==> src/rtl/kil_pkg.sv <==
// Shared types, token codes and keyword matcher for the keyword/integer lexer.
package kil_pkg;

    localparam int OUT_VALUE_W = 32;
    localparam int FIFO_DEPTH  = 4;
    localparam int PTR_W       = 2;
    localparam int CNT_W       = 3;

    // Token kinds
    localparam logic [3:0] KIND_RETURN = 4'd0;
    localparam logic [3:0] KIND_IF     = 4'd1;
    localparam logic [3:0] KIND_ELSE   = 4'd2;
    localparam logic [3:0] KIND_ELIF   = 4'd3;
    localparam logic [3:0] KIND_INT    = 4'd4;
    localparam logic [3:0] KIND_SEMI   = 4'd5;
    localparam logic [3:0] KIND_COMMA  = 4'd6;
    localparam logic [3:0] KIND_DOT    = 4'd7;
    localparam logic [3:0] KIND_LPAREN = 4'd8;
    localparam logic [3:0] KIND_RPAREN = 4'd9;

    // Keyword prefix states
    localparam logic [3:0] KW_START  = 4'd0;
    localparam logic [3:0] KW_R      = 4'd1;
    localparam logic [3:0] KW_RE     = 4'd2;
    localparam logic [3:0] KW_RET    = 4'd3;
    localparam logic [3:0] KW_RETU   = 4'd4;
    localparam logic [3:0] KW_RETUR  = 4'd5;
    localparam logic [3:0] KW_RETURN = 4'd6;
    localparam logic [3:0] KW_I      = 4'd7;
    localparam logic [3:0] KW_IF     = 4'd8;
    localparam logic [3:0] KW_E      = 4'd9;
    localparam logic [3:0] KW_EL     = 4'd10;
    localparam logic [3:0] KW_ELS    = 4'd11;
    localparam logic [3:0] KW_ELSE   = 4'd12;
    localparam logic [3:0] KW_ELI    = 4'd13;
    localparam logic [3:0] KW_ELIF   = 4'd14;
    localparam logic [3:0] KW_DEAD   = 4'd15;

    typedef enum logic [2:0] {
        MODE_IDLE = 3'b001,
        MODE_WORD = 3'b010,
        MODE_NUM  = 3'b100
    } t_mode;

    typedef struct packed {
        logic [3:0]             kind;
        logic [OUT_VALUE_W-1:0] value;
        logic                   ovf;
        logic                   last;
    } t_token;

    typedef struct packed {
        logic   valid;
        t_token tok;
    } t_slot;

    function automatic logic [3:0] kw_next(input logic [3:0] s, input logic [7:0] c);
        logic [3:0] nxt;
        nxt = KW_DEAD;
        case (s)
            KW_START: begin
                if (c == "r")      nxt = KW_R;
                else if (c == "i") nxt = KW_I;
                else if (c == "e") nxt = KW_E;
            end
            KW_R:     if (c == "e") nxt = KW_RE;
            KW_RE:    if (c == "t") nxt = KW_RET;
            KW_RET:   if (c == "u") nxt = KW_RETU;
            KW_RETU:  if (c == "r") nxt = KW_RETUR;
            KW_RETUR: if (c == "n") nxt = KW_RETURN;
            KW_I:     if (c == "f") nxt = KW_IF;
            KW_E:     if (c == "l") nxt = KW_EL;
            KW_EL: begin
                if (c == "s")      nxt = KW_ELS;
                else if (c == "i") nxt = KW_ELI;
            end
            KW_ELS:   if (c == "e") nxt = KW_ELSE;
            KW_ELI:   if (c == "f") nxt = KW_ELIF;
            default:  nxt = KW_DEAD;
        endcase
        return nxt;
    endfunction

    // Token produced when an open word or number ends; invalid for other words.
    function automatic t_slot close_tok(input t_mode mode, input logic [3:0] kw,
                                        input logic [OUT_VALUE_W-1:0] val, input logic ovf);
        t_slot s;
        s = '0;
        if (mode == MODE_WORD) begin
            s.valid = 1'b1;
            unique case (kw)
                KW_RETURN: s.tok.kind = KIND_RETURN;
                KW_IF:     s.tok.kind = KIND_IF;
                KW_ELSE:   s.tok.kind = KIND_ELSE;
                KW_ELIF:   s.tok.kind = KIND_ELIF;
                default:   s.valid = 1'b0;
            endcase
        end else if (mode == MODE_NUM) begin
            s.valid     = 1'b1;
            s.tok.kind  = KIND_INT;
            s.tok.value = val;
            s.tok.ovf   = ovf;
        end
        return s;
    endfunction

endpackage

==> src/rtl/keyword_integer_lexer.sv <==
// Top level of the keyword/integer lexer: input register, scan step, token queue.
//
// Usage: source bytes enter on the i_valid/o_ready channel, one byte per
// transaction, with i_end_of_source marking the final byte of a text. Tokens
// leave on the o_valid/i_ready channel, one token per transaction, with
// o_last_of_run set on the last token caused by a given byte.
// Path: a token reaches o_valid once the byte that causes it has passed the
// input register and the scan step on that register has written the token queue.
// Throughput: one byte per cycle while the queue has room. A byte that both
// ends a word or number and is punctuation (or ends the text) gives two tokens,
// which leave one at a time; the four-entry token queue decides the rate at the
// input, since a byte is scanned only when two queue entries are free.
// Reset: synchronous, active low; clears the scan state to idle with no open
// token and empties the queue. When the receiver stalls, tokens collect in
// the queue, then the input register holds its byte and o_ready drops; no
// byte or token is lost. Bytes that are neither letters, digits nor the
// five punctuation marks are skipped; words that are not keywords are dropped.
module keyword_integer_lexer
    import kil_pkg::*;
#(
    parameter int INT_WIDTH = 32
) (
    input  logic                   i_clk,
    input  logic                   i_rst_n,
    input  logic                   i_valid,
    output logic                   o_ready,
    input  logic [7:0]             i_source_char,
    input  logic                   i_end_of_source,
    output logic                   o_valid,
    input  logic                   i_ready,
    output logic [3:0]             o_token_kind,
    output logic [OUT_VALUE_W-1:0] o_int_value,
    output logic                   o_value_overflow,
    output logic                   o_last_of_run
);

    // input register
    logic       r_in_valid;
    logic [7:0] r_char;
    logic       r_eos;

    // scan state
    t_mode                r_mode, n_mode;
    logic [3:0]           r_kw, n_kw;
    logic [INT_WIDTH-1:0] r_acc, n_acc;
    logic                 r_ovf, n_ovf;

    // token queue
    t_token           r_fifo [FIFO_DEPTH];
    logic [PTR_W-1:0] r_wr_ptr, r_rd_ptr;
    logic [CNT_W-1:0] r_count;

    logic consume, pop;
    logic is_letter, is_digit, is_alnum;
    logic [INT_WIDTH-1:0] base_acc, add_acc;
    logic                 base_ovf, add_sat;
    logic [INT_WIDTH+3:0] wide;
    t_slot tok1, tok2, push_a, push_b;

    assign consume = r_in_valid && (r_count <= CNT_W'(FIFO_DEPTH - 2));
    assign o_ready = !r_in_valid || consume;
    assign pop     = o_valid && i_ready;

    always_ff @(posedge i_clk) begin
        if (!i_rst_n) begin
            r_in_valid <= 1'b0;
        end else if (o_ready) begin
            r_in_valid <= i_valid;
        end
    end

    always_ff @(posedge i_clk) begin
        if (o_ready && i_valid) begin
            r_char <= i_source_char;
            r_eos  <= i_end_of_source;
        end
    end

    assign is_letter = (r_char >= 8'd65 && r_char <= 8'd90) ||
                       (r_char >= 8'd97 && r_char <= 8'd122);
    assign is_digit  = r_char >= 8'd48 && r_char <= 8'd57;
    assign is_alnum  = is_letter || is_digit;

    // acc*10 + digit; saturate when it no longer fits in INT_WIDTH bits
    assign base_acc = (r_mode == MODE_NUM) ? r_acc : '0;
    assign base_ovf = (r_mode == MODE_NUM) && r_ovf;
    assign wide     = (INT_WIDTH+4)'({base_acc, 3'b000}) + (INT_WIDTH+4)'({base_acc, 1'b0})
                    + (INT_WIDTH+4)'(r_char[3:0]);
    assign add_sat  = base_ovf || (wide[INT_WIDTH+3:INT_WIDTH] != 4'd0);
    assign add_acc  = add_sat ? '1 : wide[INT_WIDTH-1:0];

    always_comb begin
        n_mode = r_mode;
        n_kw   = r_kw;
        n_acc  = r_acc;
        n_ovf  = r_ovf;
        tok1   = '0;
        tok2   = '0;

        if (r_mode == MODE_WORD) begin
            if (is_alnum) begin
                n_kw = kw_next(r_kw, r_char);
            end else begin
                tok1   = close_tok(r_mode, r_kw, OUT_VALUE_W'(r_acc), r_ovf);
                n_mode = MODE_IDLE;
                n_kw   = KW_START;
                n_acc  = '0;
                n_ovf  = 1'b0;
            end
        end else if (r_mode == MODE_NUM) begin
            if (is_digit) begin
                n_acc = add_acc;
                n_ovf = add_sat;
            end else begin
                tok1   = close_tok(r_mode, r_kw, OUT_VALUE_W'(r_acc), r_ovf);
                n_mode = MODE_IDLE;
                n_kw   = KW_START;
                n_acc  = '0;
                n_ovf  = 1'b0;
            end
        end

        if (n_mode == MODE_IDLE) begin
            if (is_letter) begin
                n_mode = MODE_WORD;
                n_kw   = kw_next(KW_START, r_char);
            end else if (is_digit) begin
                n_mode = MODE_NUM;
                n_acc  = add_acc;
                n_ovf  = add_sat;
            end else if (r_char == ";") begin
                tok2.valid = 1'b1; tok2.tok.kind = KIND_SEMI;
            end else if (r_char == ",") begin
                tok2.valid = 1'b1; tok2.tok.kind = KIND_COMMA;
            end else if (r_char == ".") begin
                tok2.valid = 1'b1; tok2.tok.kind = KIND_DOT;
            end else if (r_char == "(") begin
                tok2.valid = 1'b1; tok2.tok.kind = KIND_LPAREN;
            end else if (r_char == ")") begin
                tok2.valid = 1'b1; tok2.tok.kind = KIND_RPAREN;
            end
        end

        // end of text flushes the open token; punctuation leaves nothing open
        if (r_eos) begin
            if (!tok2.valid) begin
                tok2 = close_tok(n_mode, n_kw, OUT_VALUE_W'(n_acc), n_ovf);
            end
            n_mode = MODE_IDLE;
            n_kw   = KW_START;
            n_acc  = '0;
            n_ovf  = 1'b0;
        end

        tok1.tok.last = !tok2.valid;
        tok2.tok.last = 1'b1;
    end

    // pack the step's tokens in order into up to two queue writes
    always_comb begin
        if (tok1.valid) begin
            push_a = tok1;
            push_b = tok2;
        end else begin
            push_a = tok2;
            push_b = '0;
        end
        push_a.valid = push_a.valid && consume;
        push_b.valid = push_b.valid && consume;
    end

    always_ff @(posedge i_clk) begin
        if (!i_rst_n) begin
            r_mode <= MODE_IDLE;
            r_kw   <= KW_START;
            r_acc  <= '0;
            r_ovf  <= 1'b0;
        end else if (consume) begin
            r_mode <= n_mode;
            r_kw   <= n_kw;
            r_acc  <= n_acc;
            r_ovf  <= n_ovf;
        end
    end

    always_ff @(posedge i_clk) begin
        if (push_a.valid) begin
            r_fifo[r_wr_ptr] <= push_a.tok;
        end
        if (push_b.valid) begin
            r_fifo[r_wr_ptr + PTR_W'(1)] <= push_b.tok;
        end
    end

    always_ff @(posedge i_clk) begin
        if (!i_rst_n) begin
            r_wr_ptr <= '0;
            r_rd_ptr <= '0;
            r_count  <= '0;
        end else begin
            r_wr_ptr <= r_wr_ptr + PTR_W'(push_a.valid) + PTR_W'(push_b.valid);
            r_rd_ptr <= r_rd_ptr + PTR_W'(pop);
            r_count  <= r_count + CNT_W'(push_a.valid) + CNT_W'(push_b.valid) - CNT_W'(pop);
        end
    end

    assign o_valid          = r_count != '0;
    assign o_token_kind     = r_fifo[r_rd_ptr].kind;
    assign o_int_value      = r_fifo[r_rd_ptr].value;
    assign o_value_overflow = r_fifo[r_rd_ptr].ovf;
    assign o_last_of_run    = r_fifo[r_rd_ptr].last;

    // ---- assertions ----
    a_queue_bound: assert property (@(posedge i_clk) disable iff (!i_rst_n)
        r_count <= CNT_W'(FIFO_DEPTH))
        else $error("token queue overfilled");

    a_eos_resets_scan: assert property (@(posedge i_clk) disable iff (!i_rst_n)
        consume && r_eos |=> r_mode == MODE_IDLE && r_kw == KW_START && !r_ovf)
        else $error("scan state not cleared after end of text");

    a_kind_range: assert property (@(posedge i_clk) disable iff (!i_rst_n)
        o_valid |-> o_token_kind <= KIND_RPAREN)
        else $error("token kind out of range");

    a_value_only_int: assert property (@(posedge i_clk) disable iff (!i_rst_n)
        o_valid && o_token_kind != KIND_INT |-> o_int_value == '0 && !o_value_overflow)
        else $error("non-integer token carries a value");

    a_push_b_pairs: assert property (@(posedge i_clk) disable iff (!i_rst_n)
        push_b.valid |-> push_a.valid && !push_a.tok.last)
        else $error("second token pushed without an earlier first token");

endmodule
==> config.mk <==
export PLATFORM = sky130hd
export DESIGN_NAME = keyword_integer_lexer
export DESIGN_NICKNAME = d
export VERILOG_FILES = /design/src/rtl/kil_pkg.sv /design/src/rtl/keyword_integer_lexer.sv
export SDC_FILE = /design/constraint.sdc
export NUM_CORES = 1
export LEC_CHECK = 0
export BUFFER_PORTS_ARGS = -buffer_cell sky130_fd_sc_hd__buf_2
export CORE_ASPECT_RATIO = 1.5
export CORE_MARGIN = 2
export CORE_UTILIZATION = 50
export DETAILED_ROUTE_END_ITERATION = 7
export PLACE_DENSITY = 0.75
export SLEW_MARGIN = 20
export SYNTH_ARGS = -nofsm -noshare
export SYNTH_HDL_FRONTEND = slang
export SYNTH_SLANG_ARGS = --single-unit
==> constraint.sdc <==
create_clock -name i_clk -period 10.3 [get_ports i_clk]
set_clock_uncertainty 0.2 [all_clocks]
set_input_delay 0.515 -clock i_clk [delete_from_list [all_inputs] [get_ports i_clk]]
set_output_delay 0.515 -clock i_clk [all_outputs]
set_load 0.03 [all_outputs]
==> Word level (Yosys, flattened, before mapping) <==
Memories as Yosys holds them, arrays and structs flattened. A register that Yosys moved wholly into a read port is not among the register bits.
Index checks and enable logic that the tools add are counted.
{ "op_classes": {"n_mux": 76, "addsub": 9, "n_reduce_logical": 20, "n_lt_le_gt_ge": 7, "n_eq_ne": 37} }
{ "ops": {"columns": ["cell", "n"], "rows": [
  ["$mux W32", 10],
  ["$mux W39", 8],
  ["$eq A8 B7 Y1 const B", 9],
  ["$mux W4", 14],
  ["$mux W5", 9],
  ["$pmux W4 S11", 1],
  ["$eq A4 B4 Y1 const B", 10],
  ["$eq A8 B6 Y1 const B", 5],
  ["$mux W38", 1],
  ["$add A35 B33 Y36", 1],
  ["$add A36 B4 Y36", 1],
  ["$mux W3", 12],
  ["$mux W33", 1],
  ["$eq A4 B3 Y1 const B", 5],
  ["$ge A8 B7 Y1 const B", 2],
  ["$le A8 B7 Y1 const B", 2],
  ["$mux W1", 15],
  ["$pmux W2 S3", 2],
  ["$logic_and A1 B1 Y1", 9],
  ["$eq A4 B2 Y1 const B", 2],
  ["$ge A8 B6 Y1 const B", 1],
  ["$le A8 B6 Y1 const B", 1],
  ["$reduce_or A4 Y1", 2],
  ["$add A2 B1 Y2", 3],
  ["other kinds (14)", 23]
]} }
{ "totals": {"ramBits": 152, "wordCells": 160, "inputBits": 13, "output_inout_bits": 40, "memories": 1, "regBits": 57} }
{ "mem_list": {"columns": ["memory", "depth", "width", "rd", "rd_clocked_by_memory_dff", "write_ports", "line_no", "source"], "rows": [
  ["r_fifo", 4, 38, 1, 1, 2, "keyword_integer_lexer.sv:49", "t_token r_fifo [FIFO_DEPTH];"]
]} }

==> Logic depth before layout (Yosys ltp) <==
{ "depth": {"word_depth": 23, "depth_mapped": 19, "ltp_nobuf": 17} }

==> Worst setup path after synthesis <==
OpenSTA, ideal clock, no wires.
{ "synth_path": {"path_type": "reg-to-reg", "start": "register r_char[2]", "end": "memory r_fifo[0][0] (netlist bit), enable pin", "synth_period_minus_slack_ns": 4.734, "stages_incl_launch_ff": 12, "setup_slack_ns": 5.566, "setup_time_ns": 0.447, "required_ns": 9.653, "path_buffers": 2, "arrival_ns": 4.087, "path_cell_list": "edfxtp_1 -> buf_2 -> a21oi_1 -> o21ai_1 -> a2111oi_0 -> buf_2 -> a21oi_1 -> a22oi_1 -> a32oi_1 -> o21ai_2 -> nand2_1 -> o22ai_1"} }
{ "synth_rtl": {"columns": ["item", "line_no", "source"], "rows": [
  ["start: declaration", "keyword_integer_lexer.sv:39", "logic [7:0] r_char;"],
  ["start signal: assignment", "keyword_integer_lexer.sv:74", "r_char <= i_source_char;"],
  ["end: declaration", "keyword_integer_lexer.sv:49", null]
]} }

==> results.md <==
- Placement Rows: 73
- Number of global-route vias before repair: 10740
- Via count: 11150
- Switching share of power: 0.2889
- Number of max-cap violations: 0
- Share of power burned in combinational logic: 0.209
- F_max: 167.2 MHz
- Clock buffer depth: 3
- Hold-critical path depth: 2
- H-tree levels: 1
- Initial DRC count: 1014
- Crit path kind: register to register
- Largest area contributor in the netlist: edfxtp_1
- Worst Hold Path EP: r_mode[0]
- CP required: 10.33 ns
- Sequential area share after synthesis: 0.4293
- RSZ-0062 raised after global routing: false
- First-pass GRT wire length: 59210 µm
- Synth Register Bits: 209
- Hold path start: i_rst_n
- Mux share of post-synthesis cell area: 0.06728
- EDFF count, synth: 161
- CTS tree: yes
- Synth Area in XOR/XNOR: 0.02011
- Top-count cell post-synth: nor2_1
- NetSw: 627.7 µW
- Ant. Diodes: 0
- Synth Area in Compound Gates: 0.2029
- Startpoint types: register
- VDD IR max: 0.1257 mV
- Routed Antenna Nets: 0
- Final setup viols: 0
- DP HPWL: 26870 µm
- RR Endpoint: r_fifo[1][6]
- Initial Util: 0.5079
- Reg2Reg Launch Point: r_mode[0]
- Int Pwr: 1.545 mW
- Status: finished clean
- Nets: 1483
- Proportion of power drawn by the clock network: 0.358
- Die extent in y: 205.3 µm
- Vias per inst: 6.377
- R2r setup slk: 4.32 ns
- Max_slew headroom: 0.3066
- Area growth syn-to-layout: 9.926%
- Avg WL per Cell: 21.54 µm
- Crit-path max FO: 35
- Measured slew at the worst slew-check pin: 1.038 ns
- Number of I/O pins: 53
- Overall Global Routing Usage: 0.2623
- Fin. max-slew vios: 0
- Seq pwr share: 0.433
- Arr. time, crit path: 6.01 ns
- Fill cells: 2291
- DRT Pass-1 Iters: 6
- Worst-path clk slew: 0.07 ns
- Yosys top cell area share: 0.3581
- DRC: 0
- Post-synth top flop: edfxtp_1
- Synthesized area per cell: 9.797 µm²
- Final hold violation count: 0
- Initial antenna violation count: 0
- Fraction of registers with async set/reset: 0
- Clk_lat worst skew: 0.51 ns
- Post-synth top cells: 184 x nor2_1, 161 x edfxtp_1, 158 x a21oi_1, 116 x nand2_1, 89 x o21ai_0
- Synth unique cells: 87
- Synth Area in Adders: 0.06858
- Post-Syn Area: 13500 µm²
- Input/output buffers: 52
- Largest net degree at the start of global routing: 40
- Reg2Reg Depth: 17
- Clock sink total: 209
- Hold Crit Class: primary input to register
- Total core area: 26580 µm²
- Synth area leaders: edfxtp_1 36%, dfxtp_1 7.1%, mux4_2 6.3%
- Hold_buf cts: 9
- Buffer count from post-CTS setup fixing: 0
- Lkg Pwr: 5.401 nW
- Die W: 138.2 µm
- Synth Area in Simple Gates: 0.1781
- Syn Nets: 1462
- Post-Synthesis Cells: 1378
- Root buffer selected by CTS: clkbuf_16
- RePlAce Congestion: 1.069
- CTS buffer count: 20
- Tot Pwr: 2.173 mW
- CTS resizes: 0
- Routed WL: 37680 µm
- Die ar.: 28360 µm²
- Power per cell area: 146.4 nW/µm²
- Fraction of layout cells with a size suffix above 1: 0.1466
- GRT Residual Overflow: 0
- Crit path time final: 5.981 ns
- Hold_ws: 0.01975 ns
- Tcrit/Tclk final: 0.5807
- Largest family of logic cells by synthesized area: compound AO/OA/AOI/OAI gates
- Sum Neg Setup Slack: 0 ns
- Yosys warns: 0
- Setup crit end kind: register
## flip-flops by register name, indices dropped and copies added (netlist names)
| register | cells |
|---|---|
| r_fifo | 152 |
| r_acc | 32 |
| r_char | 8 |
| r_kw | 4 |
| r_count | 3 |
| r_mode | 3 |
| r_rd_ptr | 2 |
| r_wr_ptr | 2 |
| r_eos | 1 |
| r_in_valid | 1 |
| r_ovf | 1 |
## layout by cell type (no fill, tap or decap), types with 4 or more instances in the layout
cell type / instances
mux4_2: 38
o22ai_1: 12
o21ai_0: 89
and4bb_2: 4
nand2b_1: 13
ha_1: 66
inv_1: 29
and2_1: 40
nand4_1: 17
dlygate4sd3_1: 9
a22oi_2: 14
or3_1: 14
nand4b_1: 6
clkbuf_16: 21
fa_1: 5
dfxtp_1: 46
xor2_1: 20
a31oi_1: 17
a2111oi_0: 4
a41oi_1: 8
xnor2_1: 11
o21bai_1: 4
nand3_1: 17
and3_1: 6
o21ai_1: 7
a21o_1: 11
or2_2: 4
nor2b_1: 14
a211oi_1: 22
nor3_1: 21
o211ai_1: 15
edfxtp_1: 161
a21oi_1: 157
buf_4: 17
a22oi_1: 7
nor3_4: 4
nand2_1: 116
buf_2: 52
nor2_1: 183
o21ai_2: 15
## worst max-delay path by stage
stage,slack (ns),to,startpoint
after floorplan,5.57,r_fifo[0][0],r_char[2]
after global placement,4.67,r_fifo[0][6],r_mode[0]
after detailed placement,4.53,r_fifo[1][6],r_mode[0]
after CTS,4.46,r_fifo[1][6],r_mode[0]
after global routing,4.03,r_fifo[0][6],r_mode[0]
final,4.32,r_fifo[1][6],r_mode[0]
## worst max-delay path, stage by stage, from the launching register on
cell	delay [ns]
dfxtp_1	0.78
inv_2	0.22
nand2_1	0.22
nor2_1	0.07
buf_4	0.26
and2_1	0.23
fa_1	0.50
ha_1	0.33
a211oi_1	0.23
o21ai_1	0.21
a211oi_1	0.37
a211oi_2	0.17
or3b_1	0.42
a31oi_4	0.56
o2111ai_2	0.20
buf_4	0.26
o21ai_1	0.33
a21oi_1	0.12
## power by group through the flow
| stage | Sequential (mW) | Combinational (mW) | Clock, mW |
|---|---|---|---|
| after floorplan | 0.946 | 0.352 | 0 |
| after global placement | 0.957 | 0.451 | 0 |
| after detailed placement | 0.958 | 0.454 | 0 |
| after CTS | 0.940 | 0.459 | 0.784 |
| after global routing | 0.942 | 0.491 | 0.812 |
| final | 0.940 | 0.454 | 0.779 |
## stage by stage
step                cell area, µm²  utilization  std cells  worst slack (ns)
finish                       14840       0.5583       1749             4.319
global route                 14840       0.5583       1749             4.033
CTS                          14840       0.5583       1749             4.458
detailed placement           14050       0.5288       1705             4.530
global placement             14050       0.5288       1705             4.666
floorplan                    13500            -       1378             5.566
## routing by layer
layer	global-route usage	vias up	wire, µm
met4	0.1410	0	2185
li1	-	5231	-
met3	0.02653	121	2238
met1	0.3153	5335	14410
met2	0.4653	467	18840
met5	0	-	0
## cell type report
type / count / area, µm² / area share
multi-input combinational: 1060 / 7337 / 0.4944
inverter: 30 / 112.6 / 0.007588
sequential: 209 / 5798 / 0.3907
timing repair buffer: 78 / 478.0 / 0.03221
clock buffer: 24 / 546.8 / 0.03684
tap: 337 / 421.7 / 0.02841
clock inverter: 11 / 146.4 / 0.009864
## cells by family (layout without fill, tap and decap cells)
group / after synthesis / after routing
compound gates: 428 / 428
xor+xnor: 31 / 31
mux: 43 / 43
flops: 209 / 209
buf+inv: 109 / 143
simple gates: 487 / 487
fa+ha+maj: 71 / 71
(Power assumes the default switching activity.)
